--- src/rtl/ptfd_pkg.sv ---
// Package for the PWM timer frequency and duty setup block.
// Holds operation codes, limits and the shared divider widths.
// No dependencies.
package ptfd_pkg;

  localparam int DefMaxChannels = 4;

  localparam int DivNW   = 32;
  localparam int DivDW   = 18;
  localparam int DivCntW = 6;

  localparam logic [2:0] OP_SET_FREQ   = 3'd0;
  localparam logic [2:0] OP_SET_DUTY   = 3'd1;
  localparam logic [2:0] OP_SET_PULSE  = 3'd2;
  localparam logic [2:0] OP_SET_PERIOD = 3'd3;
  localparam logic [2:0] OP_READ       = 3'd4;

  localparam logic [1:0] CFG_BUS_CLOCK = 2'd0;
  localparam logic [1:0] CFG_DOUBLED   = 2'd1;
  localparam logic [1:0] CFG_CHANNELS  = 2'd2;

  localparam logic [31:0] FreqLimit  = 32'd250000;
  localparam logic [31:0] TickMax    = 32'h0000_FFFF;
  localparam logic [7:0]  Hundred    = 8'd100;
  localparam logic [28:0] BusClkRst  = 29'd72000000;
  localparam logic [2:0]  ChanCntRst = 3'd4;

endpackage

--- src/rtl/ptfd_div.sv ---
// Restoring radix-2 divider shared by every division of the block.
// One quotient bit per cycle; depends on ptfd_pkg.
module ptfd_div
  import ptfd_pkg::*;
(
  input  logic             clk_i,
  input  logic             rst_ni,
  input  logic             start_i,
  input  logic [DivNW-1:0] dividend_i,
  input  logic [DivDW-1:0] divisor_i,
  output logic             done_o,
  output logic [DivNW-1:0] quot_o
);

  logic [DivCntW-1:0] cnt_q;
  logic [DivNW-1:0]   quo_q;
  logic [DivDW-1:0]   rem_q;
  logic [DivDW-1:0]   dvs_q;
  logic               done_q;
  logic [DivDW:0]     rem_sh;
  logic               ge;

  assign rem_sh = {rem_q, quo_q[DivNW-1]};
  assign ge     = rem_sh >= {1'b0, dvs_q};

  always_ff @(posedge clk_i or negedge rst_ni) begin
    if (!rst_ni) begin
      cnt_q  <= '0;
      quo_q  <= '0;
      rem_q  <= '0;
      dvs_q  <= '0;
      done_q <= 1'b0;
    end else begin
      done_q <= 1'b0;
      if (start_i) begin
        cnt_q <= DivCntW'(DivNW);
        quo_q <= dividend_i;
        rem_q <= '0;
        dvs_q <= divisor_i;
      end else if (cnt_q != '0) begin
        rem_q <= ge ? DivDW'(rem_sh - {1'b0, dvs_q}) : rem_sh[DivDW-1:0];
        quo_q <= {quo_q[DivNW-2:0], ge};
        cnt_q <= cnt_q - 1'b1;
        if (cnt_q == DivCntW'(1)) begin
          done_q <= 1'b1;
        end
      end
    end
  end

  assign done_o = done_q;
  assign quot_o = quo_q;

  a_done_after_last: assert property (@(posedge clk_i) disable iff (!rst_ni)
    done_q |-> ($past(cnt_q) == DivCntW'(1)))
    else $error("divider done without a final step");
  a_no_restart: assert property (@(posedge clk_i) disable iff (!rst_ni)
    start_i |-> (cnt_q == '0))
    else $error("divider started while running");
  a_count_down: assert property (@(posedge clk_i) disable iff (!rst_ni)
    (cnt_q != '0 && !start_i) |=> (cnt_q == $past(cnt_q) - DivCntW'(1)))
    else $error("divider count skipped");

endmodule

--- src/rtl/pwm_timer_frequency_duty_setup.sv ---
// PWM timer frequency and duty setup: register image plus operation sequencer.
// Uses ptfd_pkg and the shared divider ptfd_div.
//
// Usage: raise start_i with operation_i, channel_i and value_i while busy_o is
// low; the word is taken at that edge and busy_o rises. When the operation is
// done, valid_o is high for exactly one cycle together with ok_o, answer_o and
// the register image (prescaler, reload, addressed compare and its duty).
// busy_o is low again in that same cycle, so the next word may follow at once.
// Configuration is written through cfg_we_i, cfg_idx_i and cfg_data_i; the
// user must do so only while idle, which the block itself does not enforce.
// Index 0 is the bus clock, 1 the doubling flag, 2 the channel count. Every
// division runs on one restoring divider at one bit per cycle. Pulse, period
// and read need no division but a duty readback. Set duty adds one division.
// Set frequency needs two divisions, two per active channel and the readback.
// Reset clears the prescaler, reload and compare registers to zero and loads
// the configuration defaults. The receiver cannot stall: each result is shown
// for one cycle only.
module pwm_timer_frequency_duty_setup
  import ptfd_pkg::*;
#(
  parameter int MAX_CHANNELS = DefMaxChannels
) (
  input  logic        clk_i,
  input  logic        rst_ni,
  input  logic        start_i,
  output logic        busy_o,
  input  logic [2:0]  operation_i,
  input  logic [3:0]  channel_i,
  input  logic [31:0] value_i,
  input  logic        cfg_we_i,
  input  logic [1:0]  cfg_idx_i,
  input  logic [28:0] cfg_data_i,
  output logic        valid_o,
  output logic        ok_o,
  output logic [15:0] answer_o,
  output logic [15:0] prescaler_now_o,
  output logic [15:0] reload_now_o,
  output logic [15:0] channel_pulse_o,
  output logic [7:0]  channel_duty_o
);

  localparam int IdxW = (MAX_CHANNELS > 1) ? $clog2(MAX_CHANNELS) : 1;
  localparam int CntW = $clog2(MAX_CHANNELS + 1);
  localparam logic [2:0] MaxCh = 3'(MAX_CHANNELS);

  localparam logic [3:0] S_IDLE  = 4'd0;
  localparam logic [3:0] S_TOT   = 4'd1;
  localparam logic [3:0] S_PER   = 4'd2;
  localparam logic [3:0] S_OLDGO = 4'd3;
  localparam logic [3:0] S_OLD   = 4'd4;
  localparam logic [3:0] S_NEWGO = 4'd5;
  localparam logic [3:0] S_NEW   = 4'd6;
  localparam logic [3:0] S_DSET  = 4'd7;
  localparam logic [3:0] S_FIN   = 4'd8;
  localparam logic [3:0] S_OUT   = 4'd9;

  logic [3:0]       state_q;
  logic [28:0]      bus_clk_q;
  logic             dbl_q;
  logic [2:0]       chan_cnt_q;
  logic [15:0]      presc_q;
  logic [15:0]      reload_q;
  logic [15:0]      cc_q   [MAX_CHANNELS];
  logic [7:0]       duty_q [MAX_CHANNELS];
  logic [3:0]       ch_q;
  logic [CntW-1:0]  i_q;
  logic [15:0]      pre_q;
  logic [15:0]      period_q;
  logic             ok_q;
  logic [15:0]      ans_q;
  logic [15:0]      pulse_q;
  logic [7:0]       duty_out_q;
  logic             valid_q;
  logic             go_q;
  logic [DivNW-1:0] div_n_q;
  logic [DivDW-1:0] div_d_q;

  logic             div_done;
  logic [DivNW-1:0] quot;
  logic [2:0]       act;
  logic [CntW-1:0]  n_ch;
  logic             chv;
  logic             chv_in;
  logic [3:0]       chm1;
  logic [3:0]       in_m1;
  logic [IdxW-1:0]  ch_idx;
  logic [IdxW-1:0]  in_idx;
  logic [IdxW-1:0]  i_idx;
  logic [IdxW-1:0]  rd_idx;
  logic [15:0]      cc_rd;
  logic [7:0]       dclamp;
  logic [15:0]      mul_a;
  logic [7:0]       mul_b;
  logic [23:0]      prod;
  logic [32:0]      pre_sum;
  logic [16:0]      pre_c;
  logic [29:0]      tclk;
  logic             accept;
  logic             last_ch;

  assign accept  = start_i && (state_q == S_IDLE);
  assign act     = (chan_cnt_q > MaxCh) ? MaxCh : chan_cnt_q;
  assign n_ch    = CntW'(act);
  assign chv     = (ch_q != 4'd0) && (ch_q <= {1'b0, act});
  assign chv_in  = (channel_i != 4'd0) && (channel_i <= {1'b0, act});
  assign chm1    = ch_q - 4'd1;
  assign in_m1   = channel_i - 4'd1;
  assign ch_idx  = chm1[IdxW-1:0];
  assign in_idx  = in_m1[IdxW-1:0];
  assign i_idx   = i_q[IdxW-1:0];
  assign rd_idx  = (state_q == S_OLDGO) ? i_idx : ch_idx;
  assign cc_rd   = cc_q[rd_idx];
  assign dclamp  = (value_i > 32'(Hundred)) ? Hundred : value_i[7:0];
  assign pre_sum = {1'b0, quot} + 33'h0_0000_FFFF;
  assign pre_c   = pre_sum[32:16];
  assign tclk    = dbl_q ? {bus_clk_q, 1'b0} : {1'b0, bus_clk_q};
  assign last_ch = CntW'(i_q + 1'b1) >= n_ch;

  // One multiplier, its operands picked by the step that launches a division.
  always_comb begin
    case (state_q)
      S_IDLE: begin
        mul_a = reload_q;
        mul_b = dclamp;
      end
      S_NEWGO: begin
        mul_a = period_q;
        mul_b = duty_q[i_idx];
      end
      default: begin
        mul_a = cc_rd;
        mul_b = Hundred;
      end
    endcase
  end
  assign prod = 24'(mul_a) * 24'(mul_b);

  ptfd_div u_div (
    .clk_i      (clk_i),
    .rst_ni     (rst_ni),
    .start_i    (go_q),
    .dividend_i (div_n_q),
    .divisor_i  (div_d_q),
    .done_o     (div_done),
    .quot_o     (quot)
  );

  always_ff @(posedge clk_i or negedge rst_ni) begin
    if (!rst_ni) begin
      bus_clk_q  <= BusClkRst;
      dbl_q      <= 1'b0;
      chan_cnt_q <= ChanCntRst;
    end else if (cfg_we_i) begin
      case (cfg_idx_i)
        CFG_BUS_CLOCK: bus_clk_q  <= cfg_data_i;
        CFG_DOUBLED:   dbl_q      <= cfg_data_i[0];
        CFG_CHANNELS:  chan_cnt_q <= cfg_data_i[2:0];
        default:       ;
      endcase
    end
  end

  always_ff @(posedge clk_i or negedge rst_ni) begin
    if (!rst_ni) begin
      state_q    <= S_IDLE;
      presc_q    <= '0;
      reload_q   <= '0;
      for (int k = 0; k < MAX_CHANNELS; k++) begin
        cc_q[k]   <= '0;
        duty_q[k] <= '0;
      end
      ch_q       <= '0;
      i_q        <= '0;
      pre_q      <= '0;
      period_q   <= '0;
      ok_q       <= 1'b0;
      ans_q      <= '0;
      pulse_q    <= '0;
      duty_out_q <= '0;
      valid_q    <= 1'b0;
      go_q       <= 1'b0;
      div_n_q    <= '0;
      div_d_q    <= '0;
    end else begin
      valid_q <= 1'b0;
      go_q    <= 1'b0;
      case (state_q)
        S_IDLE: begin
          if (accept) begin
            ch_q    <= channel_i;
            ok_q    <= 1'b0;
            ans_q   <= '0;
            state_q <= S_FIN;
            case (operation_i)
              OP_SET_FREQ: begin
                if (value_i != 32'd0 && value_i <= FreqLimit) begin
                  go_q    <= 1'b1;
                  div_n_q <= DivNW'(tclk);
                  div_d_q <= value_i[DivDW-1:0];
                  state_q <= S_TOT;
                end
              end
              OP_SET_DUTY: begin
                if (chv_in) begin
                  go_q    <= 1'b1;
                  div_n_q <= DivNW'(prod);
                  div_d_q <= DivDW'(Hundred);
                  state_q <= S_DSET;
                end
              end
              OP_SET_PULSE: begin
                if (chv_in && value_i <= TickMax) begin
                  cc_q[in_idx] <= value_i[15:0];
                  ok_q         <= 1'b1;
                  ans_q        <= value_i[15:0];
                end
              end
              OP_SET_PERIOD: begin
                if (value_i <= TickMax) begin
                  reload_q <= value_i[15:0];
                  ok_q     <= 1'b1;
                  ans_q    <= value_i[15:0];
                end
              end
              OP_READ: begin
                ok_q  <= 1'b1;
                ans_q <= reload_q;
              end
              default: ;
            endcase
          end
        end
        S_TOT: begin
          if (div_done) begin
            if (pre_c == 17'd0 || pre_c[16]) begin
              state_q <= S_FIN;
            end else begin
              pre_q   <= pre_c[15:0];
              go_q    <= 1'b1;
              div_n_q <= quot;
              div_d_q <= DivDW'(pre_c[15:0]);
              state_q <= S_PER;
            end
          end
        end
        S_PER: begin
          if (div_done) begin
            if (quot > TickMax) begin
              state_q <= S_FIN;
            end else begin
              period_q <= quot[15:0];
              i_q      <= '0;
              if (n_ch == '0) begin
                presc_q  <= pre_q - 16'd1;
                reload_q <= quot[15:0] - 16'd1;
                ok_q     <= 1'b1;
                ans_q    <= quot[15:0];
                state_q  <= S_FIN;
              end else begin
                state_q <= S_OLDGO;
              end
            end
          end
        end
        S_OLDGO: begin
          // Duty before the change uses the old reload plus one as tick count.
          go_q    <= 1'b1;
          div_n_q <= DivNW'(prod);
          div_d_q <= DivDW'({1'b0, reload_q} + 17'd1);
          state_q <= S_OLD;
        end
        S_OLD: begin
          if (div_done) begin
            duty_q[i_idx] <= quot[7:0];
            if (!last_ch) begin
              i_q     <= i_q + 1'b1;
              state_q <= S_OLDGO;
            end else begin
              presc_q  <= pre_q - 16'd1;
              reload_q <= period_q - 16'd1;
              ok_q     <= 1'b1;
              ans_q    <= period_q;
              i_q      <= '0;
              state_q  <= S_NEWGO;
            end
          end
        end
        S_NEWGO: begin
          go_q    <= 1'b1;
          div_n_q <= DivNW'(prod);
          div_d_q <= DivDW'(Hundred);
          state_q <= S_NEW;
        end
        S_NEW: begin
          if (div_done) begin
            cc_q[i_idx] <= quot[15:0];
            if (!last_ch) begin
              i_q     <= i_q + 1'b1;
              state_q <= S_NEWGO;
            end else begin
              state_q <= S_FIN;
            end
          end
        end
        S_DSET: begin
          if (div_done) begin
            cc_q[ch_idx] <= quot[15:0];
            ok_q         <= 1'b1;
            ans_q        <= quot[15:0];
            state_q      <= S_FIN;
          end
        end
        S_FIN: begin
          pulse_q <= chv ? cc_rd : 16'd0;
          if (chv && reload_q != 16'd0) begin
            go_q    <= 1'b1;
            div_n_q <= DivNW'(prod);
            div_d_q <= DivDW'(reload_q);
            state_q <= S_OUT;
          end else begin
            duty_out_q <= '0;
            valid_q    <= 1'b1;
            state_q    <= S_IDLE;
          end
        end
        S_OUT: begin
          if (div_done) begin
            duty_out_q <= quot[7:0];
            valid_q    <= 1'b1;
            state_q    <= S_IDLE;
          end
        end
        default: state_q <= S_IDLE;
      endcase
    end
  end

  assign busy_o          = (state_q != S_IDLE);
  assign valid_o         = valid_q;
  assign ok_o            = ok_q;
  assign answer_o        = ans_q;
  assign prescaler_now_o = presc_q;
  assign reload_now_o    = reload_q;
  assign channel_pulse_o = pulse_q;
  assign channel_duty_o  = duty_out_q;

  a_valid_idle: assert property (@(posedge clk_i) disable iff (!rst_ni)
    valid_o |-> !busy_o)
    else $error("result word shown while busy");
  a_accept_busy: assert property (@(posedge clk_i) disable iff (!rst_ni)
    (start_i && !busy_o) |=> busy_o)
    else $error("accepted word did not start the sequencer");
  a_reject_zero: assert property (@(posedge clk_i) disable iff (!rst_ni)
    (valid_o && !ok_o) |-> (answer_o == 16'd0))
    else $error("rejected word carries a nonzero answer");

endmodule

--- config.mk ---
export PLATFORM = sky130hd
export DESIGN_NAME = pwm_timer_frequency_duty_setup
export DESIGN_NICKNAME = d
export VERILOG_FILES = /design/src/rtl/ptfd_pkg.sv /design/src/rtl/ptfd_div.sv /design/src/rtl/pwm_timer_frequency_duty_setup.sv
export SDC_FILE = /design/constraint.sdc
export NUM_CORES = 1
export LEC_CHECK = 0
export ABC_AREA = 1
export BUFFER_PORTS_ARGS = -buffer_cell sky130_fd_sc_hd__buf_2
export CAP_MARGIN = 40
export CELL_PAD_IN_SITES_DETAIL_PLACEMENT = 1
export CELL_PAD_IN_SITES_GLOBAL_PLACEMENT = 2
export CORE_UTILIZATION = 39
export CTS_CLUSTER_SIZE = 28
export DETAILED_ROUTE_END_ITERATION = 10
export PLACE_DENSITY_LB_ADDON = 0.3
export SLEW_MARGIN = 10
export SYNTH_ARGS = -nofsm -noshare
export SYNTH_HDL_FRONTEND = slang
export SYNTH_SLANG_ARGS = --single-unit
--- constraint.sdc ---
create_clock -name clk_i -period 8.59 [get_ports clk_i]
set_clock_uncertainty 0.2 [all_clocks]
set_input_delay 1.718 -clock clk_i [delete_from_list [all_inputs] [get_ports clk_i]]
set_output_delay 1.718 -clock clk_i [all_outputs]
set_load 0.03 [all_outputs]
==> summary.txt <==
I/O pin cnt: 149
Critical Path Source Type: primary input
CTS Buf Count: 46
clock sink total: 372
post-CTS sizing: 0
Syn-to-layout area delta: 13.3%
area share of and/or/nand/nor cells after synthesis: 25.0%
CTS tree: yes
Vias: 28.6k
min-delay worst type: reg2reg
relative slew slack: 36.5%
Starting DRT DRC Count: 2532
share of layout cells above drive strength 1: 9.95%
CTS clk-pin slew, worst paths: 60 ps
outcome: complete, no violations
Total Wirelength: 121000 um
crit-path max FO: 13
full die area: 71400 sq um
asr flop ratio synth: 100%
Cells after Synth: 3853
largest net degree at the start of global routing: 107
Initial Util: 39.7%
leakage power: 14.6 nW
Top FF cell, synth: dfrtp_1
area occupied by multi-input gates: 15700 sq um
Tcrit/Tclk final: 90.1%
Compound-Gate Fraction of Synth Area: 19.7%
core area: 69100 sq um
Least-Margin Pin Slew: 952 ps
total track usage: 34.3%
Req. time, crit path: 8870 ps
commonest non-fill, non-tap cell in the layout: nand2_1
XOR/XNOR Fraction of Synth Area: 1.34%
HP Start: div_d_q[2]$_DFFE_PN0P_
Worst path most repeated cell: nand2_1
syn_nets: 4099
Fill cells: 8760
detailed placement HPWL: 90200 um
nets: 4192
Critical-path top delay cell: fa_1
maximum clock rate: 0.129 GHz
Post-DRT Antenna Nets: 0
Final Slew Violations: 0
endpoint class of the critical path: flop
Crit. Startpoint: value_i[28]
setup TNS: 0 ps
post-synthesis sequential area ratio: 34.0%
crit path time final: 7740 ps
DIE HEIGHT: 267 um
Placer Congestion: 0.974
Rows: 96
clk buf depth: 3
DR WL/cell: 24.7 um
Reg area: 9320 sq um
worst skew pair latency: 640 ps
vias in the first global route: 28.9k
RSZ-0062 raised after global routing: false
Yosys cell types: 57
Mapped Avg Cell Area: 7.12 sq um
crit path kind: in2reg
root buffer cell: clkbuf_16
endpoints failing hold: 0
most frequent cells in the layout: nand2_1 (969), o21ai_0 (529), inv_1 (408)
Adder-Cell Fraction of Synth Area: 10.2%
first-pass GRT wire length: 184000 um
WP data arrival: 8020 ps
# setup viols final: 0
Seq cells post-synth: 372
reg-to-reg critical path startpoint: state_q[0]$_DFFE_PN0P_
postcts setup bufs: 0
EDFF count, synth: 0
Final Hold Slack: 271 ps
maxcap violations: 0
# hold bufs at CTS: 0
port bufs: 148
PD cells: 509 nW/um^2
max incr delay on CP: 540 ps
gr ovfl total: 0
Initial DRT Pass Iterations: 8
H-tree depth: 2
initial antenna violation count: 7
top-area cell type share of the netlist area: 33.2%
Synth warnings: 0
Synth area leader: dfrtp_1
post-synthesis mux area share: 0.922%
synthesized cell area: 27400 sq um
VDD IR max: 0.000255 V
Die Wd: 267 um
largest family of logic cells by synthesized area: simple AND/OR/NAND/NOR gates
Area contributors post-synth: dfrtp_1 (33%), nand2_1 (13%), o21ai_0 (9.7%)
post-DR vias/cell: 5.82
final core utilization: 45.0%
post-route DRC violation count: 0
-- cell families (layout without fill, tap and decap cells) --
group,Yosys count,count (layout)
compound gates,949,949
xor+xnor,42,42
fa+ha+maj,172,172
buf+inv,626,753
flops,372,372
mux,23,23
other cells,0,1
simple gates,1669,1669
-- routing by layer --
| metal | up-vias | wire length, um | GRT usage [%] |
|---|---|---|---|
| met3 | 268 | 9530 | 5.35 |
| met4 | 0 | 6190 | 16.3 |
| li1 | 12929 | - | - |
| met2 | 1138 | 53600 | 52.9 |
| met1 | 14264 | 52100 | 46.8 |
| met5 | - | 0 | 0 |
-- Yosys cell counts, drive strengths merged, types with 2 or more instances --
master,number
nor3,22
o2111ai,8
a21o,3
inv,420
clkbuf,144
o21ai,535
and2,3
nand3b,8
mux2i,5
o22ai,43
a31o,2
fa,85
dfstp,8
nor4,7
o32ai,4
nor3b,2
or2,9
buf,55
o21bai,5
o31ai,3
nand4,59
a211oi,3
a21oi,180
a21boi,5
nor2,410
a31oi,12
mux2,18
xor2,22
ha,87
o211ai,32
xnor2,20
nand3,171
dfrtp,364
o221ai,76
a22oi,30
a221o,3
clkinv,7
nand2,977
-- layout make-up --
| cell class | instances | share of cell area (%) |
|---|---|---|
| Antenna cell | 1 | 0.00805 |
| Clock buffer | 68 | 4.29 |
| Clock inverter | 14 | 0.781 |
| Inverter | 427 | 5.16 |
| Multi-Input combinational cell | 2855 | 50.6 |
| Sequential cell | 372 | 30.0 |
| Tap cell | 931 | 3.75 |
| Timing Repair Buffer | 244 | 5.40 |
-- path summary, 6_finish.rpt --
kind	endpoint	slack, ps	cells past startpoint
min in group asynchronous	period_q[8]$_DFFE_PN0P_	990	1
worst min register to register	div_d_q[2]$_DFFE_PN0P_	270	2
worst max register to register	div_n_q[20]$_DFFE_PN0P_	1150	28
worst max-delay path	div_n_q[20]$_DFFE_PN0P_	850	29
max in group asynchronous	answer_o[2]$_DFFE_PN0P_	5880	2
worst min-delay path	div_d_q[2]$_DFFE_PN0P_	270	2
-- registers in the layout, summed over array words and instances, names as in the netlist, 6 cells and up --
signal and cells:
u_div.cnt_q 6, u_div.dvs_q 18, u_div.quot_o 32, div_d_q 18
duty_q 32, answer_o 16, period_q 16, pre_q 16
u_div.rem_q 18, channel_pulse_o 16, cc_q 64, bus_clk_q 29
reload_now_o 16, channel_duty_o 8, prescaler_now_o 16, div_n_q 32
-- per-stage QoR --
| step | cell area, sq um | setup slack, ps | instances | power (mW) |
|---|---|---|---|---|
| after floorplan | 27400 | 1520 | 3853 | 9.61 |
| after global placement | 29200 | 457 | 4818 | 13.4 |
| after detailed placement | 29500 | 259 | 4829 | 13.7 |
| after CTS | 31100 | 893 | 4911 | 15.8 |
| after global routing | 31100 | 397 | 4911 | 17.2 |
| final | 31100 | 851 | 4912 | 15.8 |
-- where the power goes --
group / internal [mW] / switching [mW] / leakage [nW]
logic: 3.41 / 7.37 / 9.08
clock network: 1.20 / 0.864 / 0.770
registers: 2.33 / 0.642 / 4.80
total: 6.94 / 8.88 / 14.6
-- critical path: cells and delay by family --
family | cells | cell delay [ps]
adder cells (fa/ha/maj) | 5 | 2360
buffers and inverters | 5 | 680
AO/OA/AOI/OAI | 1 | 450
AND/OR/NAND/NOR | 18 | 2800
No activity file was read; power rests on OpenSTA's default activity.
